<file path="src/hdl/rau_pkg.sv">
package rau_pkg;

  // Fixed port widths
  localparam int OP_W  = 4;
  localparam int NUM_W = 32;
  localparam int DEN_W = 31;
  localparam int ST_W  = 2;

  typedef logic [OP_W-1:0] op_t;
  typedef logic [ST_W-1:0] status_t;

  // Opcodes
  localparam op_t OP_ADD = 4'd0;
  localparam op_t OP_SUB = 4'd1;
  localparam op_t OP_MUL = 4'd2;
  localparam op_t OP_DIV = 4'd3;
  localparam op_t OP_NEG = 4'd4;
  localparam op_t OP_INC = 4'd5;
  localparam op_t OP_LT  = 4'd6;
  localparam op_t OP_LE  = 4'd7;
  localparam op_t OP_EQ  = 4'd8;
  localparam op_t OP_NE  = 4'd9;
  localparam op_t OP_GE  = 4'd10;
  localparam op_t OP_GT  = 4'd11;

  // Status codes
  localparam status_t ST_OK   = 2'd0;
  localparam status_t ST_DIVZ = 2'd1;
  localparam status_t ST_OVF  = 2'd2;

endpackage

</file>
<file path="src/hdl/rau_mul.sv">
// Shift-add unsigned multiplier, one multiplier bit per cycle.
module rau_mul #(
  parameter int W = 32
) (
  input  logic           clk,
  input  logic           rst,
  input  logic           start,
  input  logic [W-1:0]   a,
  input  logic [W-1:0]   b,
  output logic           done,
  output logic [2*W-1:0] prod
);

  localparam int CW = $clog2(W);

  logic           busy;
  logic [CW-1:0]  cnt;
  logic [W-1:0]   mplier;
  logic [2*W-1:0] mcand;
  logic [2*W-1:0] acc;

  assign prod = acc;

  // Add the shifted multiplicand for each set multiplier bit
  always_ff @(posedge clk) begin
    if (rst) begin
      busy <= 1'b0;
      done <= 1'b0;
      cnt  <= '0;
    end else begin
      // Pulse done on the last multiplier bit
      done <= !start && busy && (cnt == CW'(W - 1));
      if (start) begin
        busy   <= 1'b1;
        cnt    <= '0;
        acc    <= '0;
        mplier <= a;
        mcand  <= {{W{1'b0}}, b};
      end else if (busy) begin
        if (mplier[0]) begin
          acc <= acc + mcand;
        end
        mcand  <= mcand << 1;
        mplier <= mplier >> 1;
        cnt    <= cnt + 1'b1;
        if (cnt == CW'(W - 1)) begin
          busy <= 1'b0;
        end
      end
    end
  end

endmodule

</file>
<file path="src/hdl/rau_gcd.sv">
// Binary GCD of two nonzero values: one shift or subtract-and-shift per cycle.
module rau_gcd #(
  parameter int W = 64
) (
  input  logic         clk,
  input  logic         rst,
  input  logic         start,
  input  logic [W-1:0] a,
  input  logic [W-1:0] b,
  output logic         done,
  output logic [W-1:0] g
);

  localparam logic [1:0] G_IDLE  = 2'd0;
  localparam logic [1:0] G_STRIP = 2'd1;
  localparam logic [1:0] G_LOOP  = 2'd2;
  localparam logic [1:0] G_SHL   = 2'd3;

  localparam int KW = $clog2(W);

  logic [1:0]    ph;
  logic [W-1:0]  u;
  logic [W-1:0]  v;
  logic [KW-1:0] k;

  assign g = u;

  always_ff @(posedge clk) begin
    if (rst) begin
      ph   <= G_IDLE;
      done <= 1'b0;
      k    <= '0;
    end else begin
      // Pulse done once the power of two is restored
      done <= (ph == G_SHL) && (k == '0);
      case (ph)
        G_IDLE: begin
          if (start) begin
            u  <= a;
            v  <= b;
            k  <= '0;
            ph <= G_STRIP;
          end
        end
        // Drop common factors of two
        G_STRIP: begin
          if (!u[0] && !v[0]) begin
            u <= u >> 1;
            v <= v >> 1;
            k <= k + 1'b1;
          end else begin
            ph <= G_LOOP;
          end
        end
        // Reduce until one side is zero
        G_LOOP: begin
          if (u == '0) begin
            u  <= v;
            ph <= G_SHL;
          end else if (v == '0) begin
            ph <= G_SHL;
          end else if (!u[0]) begin
            u <= u >> 1;
          end else if (!v[0]) begin
            v <= v >> 1;
          end else if (u >= v) begin
            u <= (u - v) >> 1;
          end else begin
            v <= (v - u) >> 1;
          end
        end
        // Restore the common power of two
        G_SHL: begin
          if (k == '0) begin
            ph <= G_IDLE;
          end else begin
            u <= u << 1;
            k <= k - 1'b1;
          end
        end
        default: ph <= G_IDLE;
      endcase
    end
  end

endmodule

</file>
<file path="src/hdl/rau_div.sv">
// Restoring unsigned divider, one quotient bit per cycle.
module rau_div #(
  parameter int W = 64
) (
  input  logic         clk,
  input  logic         rst,
  input  logic         start,
  input  logic [W-1:0] n,
  input  logic [W-1:0] d,
  output logic         done,
  output logic [W-1:0] q
);

  localparam int CW = $clog2(W);

  logic          busy;
  logic [CW-1:0] cnt;
  logic [W:0]    rem;
  logic [W-1:0]  dvs;
  logic [W:0]    rem_sh;
  logic          fits;

  assign rem_sh = {rem[W-1:0], q[W-1]};
  assign fits   = rem_sh >= {1'b0, dvs};

  always_ff @(posedge clk) begin
    if (rst) begin
      busy <= 1'b0;
      done <= 1'b0;
      cnt  <= '0;
    end else begin
      // Pulse done on the last quotient bit
      done <= !start && busy && (cnt == CW'(W - 1));
      if (start) begin
        busy <= 1'b1;
        cnt  <= '0;
        rem  <= '0;
        q    <= n;
        dvs  <= d;
      end else if (busy) begin
        // Shift in the next dividend bit and subtract where it fits
        rem <= fits ? (rem_sh - {1'b0, dvs}) : rem_sh;
        q   <= {q[W-2:0], fits};
        cnt <= cnt + 1'b1;
        if (cnt == CW'(W - 1)) begin
          busy <= 1'b0;
        end
      end
    end
  end

endmodule

</file>
<file path="src/hdl/rational_arithmetic_unit.sv">
// Channel  Handshake             Payload
// input    in_valid / in_ready   op, a_num, a_den, b_num, b_den
// output   out_valid / out_ready res_num, res_den, cond, status
//
// One transaction at a time; in_ready is high only while the sequencer idles.
// Arithmetic ops: three products in the serial multiplier, the combine and sign steps,
// the binary GCD (data dependent) on a nonzero result, and the two dividers running
// side by side. Ordering comparisons stop after the sign step. Errors, unused
// opcodes, eq and ne go straight from idle to the finish state.
// rst is synchronous and clears the sequencer and output valid; a result held
// by a low out_ready stalls the sequencer before it returns to idle.
module rational_arithmetic_unit #(
  parameter int DATA_WIDTH = 32
) (
  input  logic                                 clk,
  input  logic                                 rst,
  input  logic                                 in_valid,
  output logic                                 in_ready,
  input  logic [rau_pkg::OP_W-1:0]             op,
  input  logic signed [rau_pkg::NUM_W-1:0]     a_num,
  input  logic [rau_pkg::DEN_W-1:0]            a_den,
  input  logic signed [rau_pkg::NUM_W-1:0]     b_num,
  input  logic [rau_pkg::DEN_W-1:0]            b_den,
  output logic                                 out_valid,
  input  logic                                 out_ready,
  output logic signed [rau_pkg::NUM_W-1:0]     res_num,
  output logic [rau_pkg::DEN_W-1:0]            res_den,
  output logic                                 cond,
  output logic [rau_pkg::ST_W-1:0]             status
);

  localparam int DW   = DATA_WIDTH;
  localparam int PW   = 2 * DATA_WIDTH;
  localparam int NW   = rau_pkg::NUM_W;
  localparam int DENW = rau_pkg::DEN_W;

  localparam logic [3:0] S_IDLE = 4'd0;
  localparam logic [3:0] S_MUL1 = 4'd1;
  localparam logic [3:0] S_MUL2 = 4'd2;
  localparam logic [3:0] S_MUL3 = 4'd3;
  localparam logic [3:0] S_COMB = 4'd4;
  localparam logic [3:0] S_SIGN = 4'd5;
  localparam logic [3:0] S_GCD  = 4'd6;
  localparam logic [3:0] S_DIV  = 4'd7;
  localparam logic [3:0] S_FIN  = 4'd8;

  localparam logic [PW-1:0] LIM = PW'(1) << (DW - 1);

  logic [3:0]            state;
  logic                  kick;
  rau_pkg::op_t          op_r;
  logic                  sa, sb;
  logic [DW-1:0]         ma, mb;
  logic [DW-2:0]         ad_r, bd_r;
  logic [PW-1:0]         m1, m2, m3;
  logic [PW-1:0]         val;
  logic [PW-1:0]         mag_r, den_r;
  logic                  neg_r;
  logic [NW-1:0]         pend_num;
  logic [DENW-1:0]       pend_den;
  logic                  pend_cond;
  rau_pkg::status_t      pend_st;

  // Input fields at the configured width
  logic [DW-1:0] an_in, bn_in;
  logic [DW-2:0] ad_in, bd_in;
  assign an_in = a_num[DW-1:0];
  assign bn_in = b_num[DW-1:0];
  assign ad_in = a_den[DW-2:0];
  assign bd_in = b_den[DW-2:0];

  logic neg_un;
  assign neg_un = (op == rau_pkg::OP_NEG) || (op == rau_pkg::OP_INC);

  // Classify the incoming transaction
  logic in_divz, in_calc, in_cond, fields_eq;
  assign fields_eq = (an_in == bn_in) && (ad_in == bd_in);
  assign in_divz   = (op <= rau_pkg::OP_GT) &&
                     (ad_in == '0 || (!neg_un && bd_in == '0) ||
                      (op == rau_pkg::OP_DIV && bn_in == '0));
  assign in_calc   = (op <= rau_pkg::OP_GT) && !in_divz &&
                     (op != rau_pkg::OP_EQ) && (op != rau_pkg::OP_NE);
  assign in_cond   = !in_divz && ((op == rau_pkg::OP_EQ && fields_eq) ||
                                  (op == rau_pkg::OP_NE && !fields_eq));

  assign in_ready = (state == S_IDLE);

  // Arithmetic units; the multiplier is shared by all three products
  logic [DW-1:0]  mul_a, mul_b;
  logic           mul_done;
  logic [PW-1:0]  mul_p;
  logic           gcd_done;
  logic [PW-1:0]  gcd_g;
  logic           divn_done, divd_done;
  logic [PW-1:0]  divn_q, divd_q;
  logic           op_un_r;

  assign op_un_r = (op_r == rau_pkg::OP_NEG) || (op_r == rau_pkg::OP_INC);

  // Select multiplier operands for each product
  always_comb begin
    case (state)
      S_MUL1: begin
        mul_a = ma;
        if (op_r == rau_pkg::OP_MUL) mul_b = mb;
        else if (op_un_r)            mul_b = DW'(1);
        else                         mul_b = {1'b0, bd_r};
      end
      S_MUL2: begin
        mul_a = mb;
        mul_b = {1'b0, ad_r};
      end
      default: begin
        mul_a = {1'b0, ad_r};
        mul_b = op_un_r ? DW'(1) : {1'b0, bd_r};
      end
    endcase
  end

  rau_mul #(.W(DW)) u_mul (
    .clk   (clk),
    .rst   (rst),
    .start (kick && (state == S_MUL1 || state == S_MUL2 || state == S_MUL3)),
    .a     (mul_a),
    .b     (mul_b),
    .done  (mul_done),
    .prod  (mul_p)
  );

  rau_gcd #(.W(PW)) u_gcd (
    .clk   (clk),
    .rst   (rst),
    .start (kick && state == S_GCD),
    .a     (mag_r),
    .b     (den_r),
    .done  (gcd_done),
    .g     (gcd_g)
  );

  rau_div #(.W(PW)) u_div_num (
    .clk   (clk),
    .rst   (rst),
    .start (kick && state == S_DIV),
    .n     (mag_r),
    .d     (gcd_g),
    .done  (divn_done),
    .q     (divn_q)
  );

  rau_div #(.W(PW)) u_div_den (
    .clk   (clk),
    .rst   (rst),
    .start (kick && state == S_DIV),
    .n     (den_r),
    .d     (gcd_g),
    .done  (divd_done),
    .q     (divd_q)
  );

  // Signed combine of the first product with the second, or with the third for inc
  logic [PW-1:0] p_s, q_s, comb_val;
  always_comb begin
    p_s = sa ? (~m1 + 1'b1) : m1;
    if (op_r == rau_pkg::OP_INC) q_s = m3;
    else                         q_s = sb ? (~m2 + 1'b1) : m2;
    if (op_r == rau_pkg::OP_ADD || op_r == rau_pkg::OP_INC) comb_val = p_s + q_s;
    else                                                    comb_val = p_s - q_s;
  end

  // Sign, magnitude and denominator of the unreduced result, or the comparison outcome
  logic          sg_neg, sg_zero, is_cmp, sg_cond;
  logic [PW-1:0] sg_mag, sg_den;
  always_comb begin
    sg_zero = (val == '0);
    is_cmp  = 1'b0;
    sg_cond = 1'b0;
    sg_neg  = val[PW-1];
    sg_mag  = val[PW-1] ? (~val + 1'b1) : val;
    sg_den  = m3;
    case (op_r)
      rau_pkg::OP_MUL: begin
        sg_neg = sa ^ sb;
        sg_mag = m1;
      end
      rau_pkg::OP_DIV: begin
        sg_neg = sa ^ sb;
        sg_mag = m1;
        sg_den = m2;
      end
      rau_pkg::OP_NEG: begin
        sg_neg = !sa;
        sg_mag = m1;
      end
      rau_pkg::OP_LT: begin
        is_cmp  = 1'b1;
        sg_cond = val[PW-1];
      end
      rau_pkg::OP_LE: begin
        is_cmp  = 1'b1;
        sg_cond = val[PW-1] || sg_zero;
      end
      rau_pkg::OP_GE: begin
        is_cmp  = 1'b1;
        sg_cond = !val[PW-1];
      end
      rau_pkg::OP_GT: begin
        is_cmp  = 1'b1;
        sg_cond = !val[PW-1] && !sg_zero;
      end
      default: ;
    endcase
  end

  // Start the unit or units of the next step
  logic kick_next;
  always_comb begin
    case (state)
      S_IDLE:  kick_next = in_valid && in_calc;
      S_MUL1,
      S_MUL2:  kick_next = mul_done;
      S_SIGN:  kick_next = !is_cmp && (sg_mag != '0);
      S_GCD:   kick_next = gcd_done;
      default: kick_next = 1'b0;
    endcase
  end

  // Range check and signed numerator of the reduced result
  logic          ovf;
  logic [PW-1:0] num_full;
  assign ovf      = (divd_q > LIM - 1'b1) || (divn_q > (neg_r ? LIM : LIM - 1'b1));
  assign num_full = neg_r ? (~divn_q + 1'b1) : divn_q;

  // Sequencer
  always_ff @(posedge clk) begin
    if (rst) begin
      state     <= S_IDLE;
      kick      <= 1'b0;
      out_valid <= 1'b0;
    end else begin
      kick <= kick_next;
      // Raise output valid on a finished result, drop it once taken
      if (state == S_FIN && (!out_valid || out_ready)) begin
        out_valid <= 1'b1;
      end else if (out_ready) begin
        out_valid <= 1'b0;
      end
      case (state)
        S_IDLE: begin
          if (in_valid) begin
            op_r      <= op;
            sa        <= an_in[DW-1];
            sb        <= bn_in[DW-1];
            ma        <= an_in[DW-1] ? (~an_in + 1'b1) : an_in;
            mb        <= bn_in[DW-1] ? (~bn_in + 1'b1) : bn_in;
            ad_r      <= ad_in;
            bd_r      <= bd_in;
            pend_num  <= '0;
            pend_den  <= DENW'(1);
            pend_cond <= in_cond;
            pend_st   <= in_divz ? rau_pkg::ST_DIVZ : rau_pkg::ST_OK;
            state     <= in_calc ? S_MUL1 : S_FIN;
          end
        end
        S_MUL1: begin
          if (mul_done) begin
            m1    <= mul_p;
            state <= S_MUL2;
          end
        end
        S_MUL2: begin
          if (mul_done) begin
            m2    <= mul_p;
            state <= S_MUL3;
          end
        end
        S_MUL3: begin
          if (mul_done) begin
            m3    <= mul_p;
            state <= S_COMB;
          end
        end
        S_COMB: begin
          val   <= comb_val;
          state <= S_SIGN;
        end
        S_SIGN: begin
          if (is_cmp) begin
            pend_cond <= sg_cond;
            state     <= S_FIN;
          end else if (sg_mag == '0) begin
            state <= S_FIN;
          end else begin
            mag_r <= sg_mag;
            den_r <= sg_den;
            neg_r <= sg_neg;
            state <= S_GCD;
          end
        end
        S_GCD: begin
          if (gcd_done) begin
            state <= S_DIV;
          end
        end
        S_DIV: begin
          if (divn_done && divd_done) begin
            if (ovf) begin
              pend_st <= rau_pkg::ST_OVF;
            end else begin
              pend_num <= NW'($signed(num_full[DW-1:0]));
              pend_den <= DENW'(divd_q[DW-2:0]);
            end
            state <= S_FIN;
          end
        end
        S_FIN: begin
          if (!out_valid || out_ready) begin
            res_num <= pend_num;
            res_den <= pend_den;
            cond    <= pend_cond;
            status  <= pend_st;
            state   <= S_IDLE;
          end
        end
        default: state <= S_IDLE;
      endcase
    end
  end

  // Error results carry 0/1 and no comparison outcome
  a_err_zero: assert property (@(posedge clk) disable iff (rst)
    out_valid && (status == rau_pkg::ST_DIVZ || status == rau_pkg::ST_OVF)
      |-> res_num == '0 && res_den == DENW'(1) && !cond)
    else $error("error result not cleared to 0/1");

  // A true comparison is an ok result with a zero numerator
  a_cond_ok: assert property (@(posedge clk) disable iff (rst)
    out_valid && cond |-> status == rau_pkg::ST_OK && res_num == '0)
    else $error("comparison result carries arithmetic fields");

  // A zero numerator is always reduced to a unit denominator
  a_zero_red: assert property (@(posedge clk) disable iff (rst)
    out_valid && res_num == '0 |-> res_den == DENW'(1))
    else $error("zero result not reduced to 0/1");

  // The GCD only ever runs on a nonzero magnitude
  a_gcd_nz: assert property (@(posedge clk) disable iff (rst)
    state == S_GCD |-> mag_r != '0 && den_r != '0)
    else $error("GCD started on a zero operand");

endmodule

</file>
<file path="config.mk">
export PLATFORM = sky130hd
export DESIGN_NAME = rational_arithmetic_unit
export DESIGN_NICKNAME = d
export VERILOG_FILES = /design/src/hdl/rau_pkg.sv /design/src/hdl/rau_mul.sv /design/src/hdl/rau_gcd.sv /design/src/hdl/rau_div.sv /design/src/hdl/rational_arithmetic_unit.sv
export SDC_FILE = /design/constraint.sdc
export NUM_CORES = 2
export LEC_CHECK = 0
export BUFFER_PORTS_ARGS = -buffer_cell sky130_fd_sc_hd__buf_2
export CORE_ASPECT_RATIO = 1.75
export CORE_MARGIN = 8
export CORE_UTILIZATION = 50
export DETAILED_ROUTE_END_ITERATION = 16
export HOLD_SLACK_MARGIN = 0.08
export PLACE_DENSITY_LB_ADDON = 0.15
export SKIP_LAST_GASP = 1
export SLEW_MARGIN = 40
export SYNTH_ARGS = -nofsm -noshare
export SYNTH_HDL_FRONTEND = slang
export SYNTH_HIERARCHICAL = 1
export SYNTH_SLANG_ARGS = --single-unit
export TNS_END_PERCENT = 5
</file>
<file path="constraint.sdc">
create_clock -name clk -period 13.6 [get_ports clk]
set_input_delay 0.68 -clock clk [delete_from_list [all_inputs] [get_ports clk]]
set_output_delay 0.68 -clock clk [all_outputs]
set_load 0.02 [all_outputs]
</file>
Word-level counts from Yosys, hierarchy flattened
Index checks and enable logic that the tools add are counted.
- register bits: 1295
- bits in latches: 0
- RAM bits: 0
- memory bits (read-only): 0
- bits of input ports: 134
- output and inout bits: 68
- memories: 0
- $add $sub $neg: 18
- multipliers: 0
- divide/modulo/power cells: 0
- magnitude comparators: 6
- equal/unequal tests: 54
- shift-type cells: 0
- multiplexer cells: 98
- bitwise gates (word level): 10
- reductions and logical operators: 98
- operators by type and width (kind ; number):
    $mux W64 ; 33
    $sub A64 B64 Y64 ; 5
    $mux W32 ; 9
    $logic_not A64 Y1 ; 4
    $pmux W64 S4 ; 1
    $add A64 B1 Y64 const B ; 3
    $not A64 Y64 ; 3
    $pmux W32 S2 ; 3
    $pmux W64 S3 ; 1
    $mux W31 ; 6
    $ge A65 B64 Y1 ; 2
    $add A64 B64 Y64 ; 2
    $add A32 B1 Y32 const B ; 3
    $not A32 Y32 ; 3
    $ge A64 B64 Y1 ; 1
    $gt A64 B31 Y1 const B ; 1
    $gt A64 B32 Y1 ; 1
    $reduce_bool A64 Y1 ; 1
    $logic_not A31 Y1 ; 2
    $pmux W31 S2 ; 1
    $eq A4 B3 Y1 const B ; 10
    $mux W4 ; 10
    $pmux W4 S9 ; 1
    $eq A32 B32 Y1 ; 1
    46 further kinds ; 177

Logic depth before layout (Yosys ltp)
- depth after elaboration: 14
- gate-level depth with buffers: 32
- depth with buffers taken out: 26

Modules after synthesis
Netlist, hierarchy kept.
- modules (own cells, without submodules) (module ; instances ; cells each ; area an instance (um2)):
    rational_arithmetic_unit ; 1 ; 3630 ; 38693.4
    rau_div ; 2 ; 1193 ; 12238.0
    rau_gcd ; 1 ; 2151 ; 16657.2
    rau_mul ; 1 ; 925 ; 9992.1

Worst setup path after synthesis
OpenSTA, ideal clock, no wires.
- path kind: flip-flop to flip-flop
- from: reg state[0]
- to: reg u_div_den.busy
- library setup time: 85 ps
- data arrival time: 8425 ps
- data required time: 13515 ps
- slack: 5090 ps
- cell stages (with the launch flop): 9
- buffers on the path: 2
- clock period less this slack: 8510 ps
- cell sequence: dfxtp_1 -> clkbuf_1 -> nand3_1 -> clkinv_1 -> clkbuf_1 -> and2_1 -> inv_1 -> a21oi_1 -> o31a_1
- word-level cells in the longest chain between the ends: 3
- RTL lines (item ; RTL line ; text):
    start, declared ; rational_arithmetic_unit.sv:49 ; logic [3:0] state;
    start signal, assigned ; rational_arithmetic_unit.sv:261 ; state <= in_calc ? S_MUL1 : S_FIN;
    $eq A4 B3 Y1 ; rational_arithmetic_unit.sv:153 ; .start (kick && state == S_DIV),
    $logic_and A1 B1 Y1 ; rational_arithmetic_unit.sv:153 ;
    $mux W1 ; rau_div.sv:34 ; if (start) begin
    end signal, assigned ; rau_div.sv:28 ; busy <= 1'b0;
    end signal, assigned ; rau_div.sv:35 ; busy <= 1'b1;
    end signal, assigned ; rau_div.sv:46 ; busy <= 1'b0;
    end, declared ; rau_div.sv:16 ; logic busy;
Every way passes these cells.
A chain may end at the register's enable or synchronous reset.

Worst setup path after layout
- from: reg sb
- to: reg val[62], data pin
- word-level cells in the longest chain between the ends: 4
- elaborated cells on any way between the ends: 5
- classes of those cells: add/sub: 2; mux: 3
- RTL lines (item ; RTL line ; text):
    start, declared ; rational_arithmetic_unit.sv:52 ; logic sa, sb;
    start signal, assigned ; rational_arithmetic_unit.sv:252 ; sb <= bn_in[DW-1];
    $mux W64 * ; rational_arithmetic_unit.sv:165 ; else q_s = sb ? (~m2 + 1'b1) : m2;
    $mux W64 * ; rational_arithmetic_unit.sv:164 ; if (op_r == rau_pkg::OP_INC) q_s = m3;
    $sub A64 B64 Y64 / $add A64 B64 Y64 (equally long branches) ; rational_arithmetic_unit.sv:167, rational_arithmetic_unit.sv:166 ;
    $mux W64 * ; rational_arithmetic_unit.sv:166 ; if (op_r == rau_pkg::OP_ADD || op_r == rau_pkg::OP_INC) comb_val = p_s + q_s;
    net comb_val[62] ; rational_arithmetic_unit.sv:161 ; logic [PW-1:0] p_s, q_s, comb_val;
    end signal, assigned ; rational_arithmetic_unit.sv:283 ; val <= comb_val;
    end, declared ; rational_arithmetic_unit.sv:56 ; logic [PW-1:0] val;
The timed path passes the listed nets; every way through them passes the cells marked *.

==> flow_summary.json <==
{
  "leakage_uw": 0.0352,
  "synth_nets": 9668,
  "critPathKind": "flop to flop",
  "clk_path_buf_depth": 4,
  "yosysTopAreaCell": "edfxtp_1",
  "clk_pin_slew_ps": 60,
  "dieArea_sq_mm": 0.194,
  "cts_buffers": 144,
  "cts-root-buf": "clkbuf_16",
  "synth-main-ff-cell": "edfxtp_1",
  "clockPowerShare": 0.290,
  "grt_pass1_vias": 73969,
  "rsz0062_at_grt": "no",
  "first_iter_violations": 5994,
  "required_ps": 14120,
  "synth_area_leaders": "edfxtp_1 (44%), ha_1 (6.1%), a21oi_1 (4.8%), xnor2_1 (4.0%), mux2_2 (3.3%)",
  "synth_seq_cells": 1359,
  "crit_path_max_incr_delay_ps": 920,
  "fin_util": 0.547,
  "numPortBuffers": 201,
  "dr.pass1.iters": 8,
  "dp_hpwl_microns": 257000,
  "grt_max_degree": 125,
  "syn_area_sq_mm": 0.0898,
  "synth_edf_count": 1321,
  "period_needed_ps": 8180,
  "ys_seq_area_frac": 0.450,
  "worstMarginPinSlew_ps": 936,
  "initial_core_util": 0.501,
  "die_height_microns": 577,
  "finalHoldViolations": 0,
  "setup_viol": 0,
  "p_total_uw": 14000,
  "fp-row-count": 206,
  "final_common_cell": "edfxtp_1",
  "skew_ps": 72.5,
  "slew_headroom": 0.371,
  "clock_latency_ps": 830,
  "synthArstFlopShare": 0,
  "cp-start-kind": "flop",
  "postRouteAntennaNets": 0,
  "end_kind": "flop",
  "drive_gt1_frac": 0.112,
  "cts_setup_buffers": 0,
  "wl_microns": 332000,
  "antenna_found_initial": 14,
  "grt_pass1_wl_microns": 479000,
  "slew_violations": 0,
  "p_comb_frac": 0.329,
  "netlist.area_leader.share": 0.442,
  "io_pins": 202,
  "layoutNonFillerInstCount": 11588,
  "p_int_uw": 8920,
  "grt.total_usage": 0.330,
  "wire_per_inst_microns": 28.7,
  "p_per_area_mw_per_mm2": 143,
  "syn_inst": 9092,
  "core-area_sq_mm": 0.179,
  "grt_overflow": 0,
  "dp.cells": 11295,
  "cts_max_level": 4,
  "drc_errors": 0,
  "die_w_microns": 336,
  "area_delta_synth_final_pct": 9.05,
  "yosysUniqueCellTypes": 129,
  "syn-mean-instance-area_sq_um": 9.88,
  "p_seq_frac": 0.381,
  "ys_warn_count": 6,
  "vdd.ir_drop.worst_mv": 0.144,
  "vias_per_cell": 6.37,
  "cpMostUsedCell": "nor2_1",
  "cpMaxStageDelayCell": "clkinv_1",
  "cts_tree": "yes",
  "swShare": 0.364,
  "fmax_mhz": 122,
  "p_sw_uw": 5100,
  "hold_class": "input pin to flop",
  "path_max_fanout": 63,
  "fin_setup_tns_ps": 0,
  "drv_cap": 0,
  "cts_sinks": 1359,
  "finalCritPeriodShare": 0.601,
  "num_vias": 73839,
  "cp.arrival_ps": 8690,
  "final_cell_mix": "edfxtp_1 (1321), a21oi_1 (862), nand2_1 (729)",
  "nets": 9654,
  "run_status": "finished clean",
  "gp_congestion": 1.04
}
## path summary, 6_finish.rpt
path,start,slack (ps),cells after the start,endpoint
max,sb,5420,26,val[62]
min,b_den[10],130,1,bd_r[10]
max reg2reg,sb,5420,26,val[62]
min reg2reg,pend_den[25],410,0,res_den[25]
## cells in the mapped netlist, types with 80 or more instances
library cell  number
edfxtp_1        1321
a21oi_1          865
nand2_1          729
nor2_1           717
o21ai_0          533
ha_1             435
inv_1            417
xnor2_1          412
clkbuf_1         339
xor2_1           313
mux2_2           261
a21o_1           181
nand4_1          176
nor3_1           148
nand3_1          147
o31ai_1          145
nor4_1           142
o21bai_1         106
buf_2             98
nand2b_1          94
or3_1             83
o21a_1            80
## cell families (layout without fill, tap and decap cells)
group	Yosys count	after routing	share of synthesized area
other	0	14	0
adders and majority gates	442	442	0.0622
buffers and inverters	942	1032	0.0444
and+or+nand+nor	2618	2618	0.142
AOI/OAI and AO/OA	2702	2702	0.193
xor gates and xnor gates	725	725	0.0707
muxes	304	304	0.0376
DFF	1359	1359	0.450
## power by group through the flow
| stage | registers [uW] | clock network [uW] | logic [uW] |
|---|---|---|---|
| 2_1_floorplan | 5290 | 0 | 3150 |
| 3_3_place_gp | 5420 | 0 | 4460 |
| 3_5_place_dp | 5420 | 0 | 4480 |
| 4_1_cts | 5330 | 4150 | 4510 |
| 5_1_grt | 5350 | 4260 | 4930 |
| 6_report | 5340 | 4070 | 4610 |
## per-stage QoR
stage / setup WS (ps) / area, sq um / hold slack [ps]
5_1_grt: 4840 / 97900 / 99.2
4_1_cts: 5450 / 97800 / 83.0
3_5_place_dp: 5510 / 92800 / 405
2_1_floorplan: 5090 / 89800 / 400
3_3_place_gp: 5480 / 92600 / 404
6_report: 5420 / 97900 / 131
## routing by layer
| metal | vias to the layer above | track usage | wire, microns |
|---|---|---|---|
| li1 | 33947 | - | - |
| met4 | 10 | 0.287 | 36000 |
| met5 | - | 0 | 76 |
| met3 | 1157 | 0.0419 | 15900 |
| met2 | 2975 | 0.609 | 172000 |
| met1 | 35750 | 0.319 | 109000 |
## worst max-delay path, delay by kind of cell, from the launching register on
kind,cells,cell delay (ps)
DFF,1,320
adders and majority gates,1,400
buffers and inverters,4,1690
xor gates and xnor gates,2,290
AOI/OAI and AO/OA,12,3570
and+or+nand+nor,7,1580
## final cells by class
type / count / area, sq um
Fill cell: 15941 / 81200
Multi-Input combinational cell: 6791 / 45800
Sequential cell: 1359 / 40400
Clock buffer: 157 / 3650
Tap cell: 2392 / 2990
Timing Repair Buffer: 360 / 2390
Inverter: 422 / 1590
Clock inverter: 93 / 1090
Antenna cell: 14 / 35.0
## what timing repair did
item	4_1_cts	5_1_grt
hold endpoints to repair	27	0
endpoints found under the setup margin	0	0
gates resized for setup	0	0
hold buffers	27	0
Note: power is estimated with default switching activity, not from simulation.
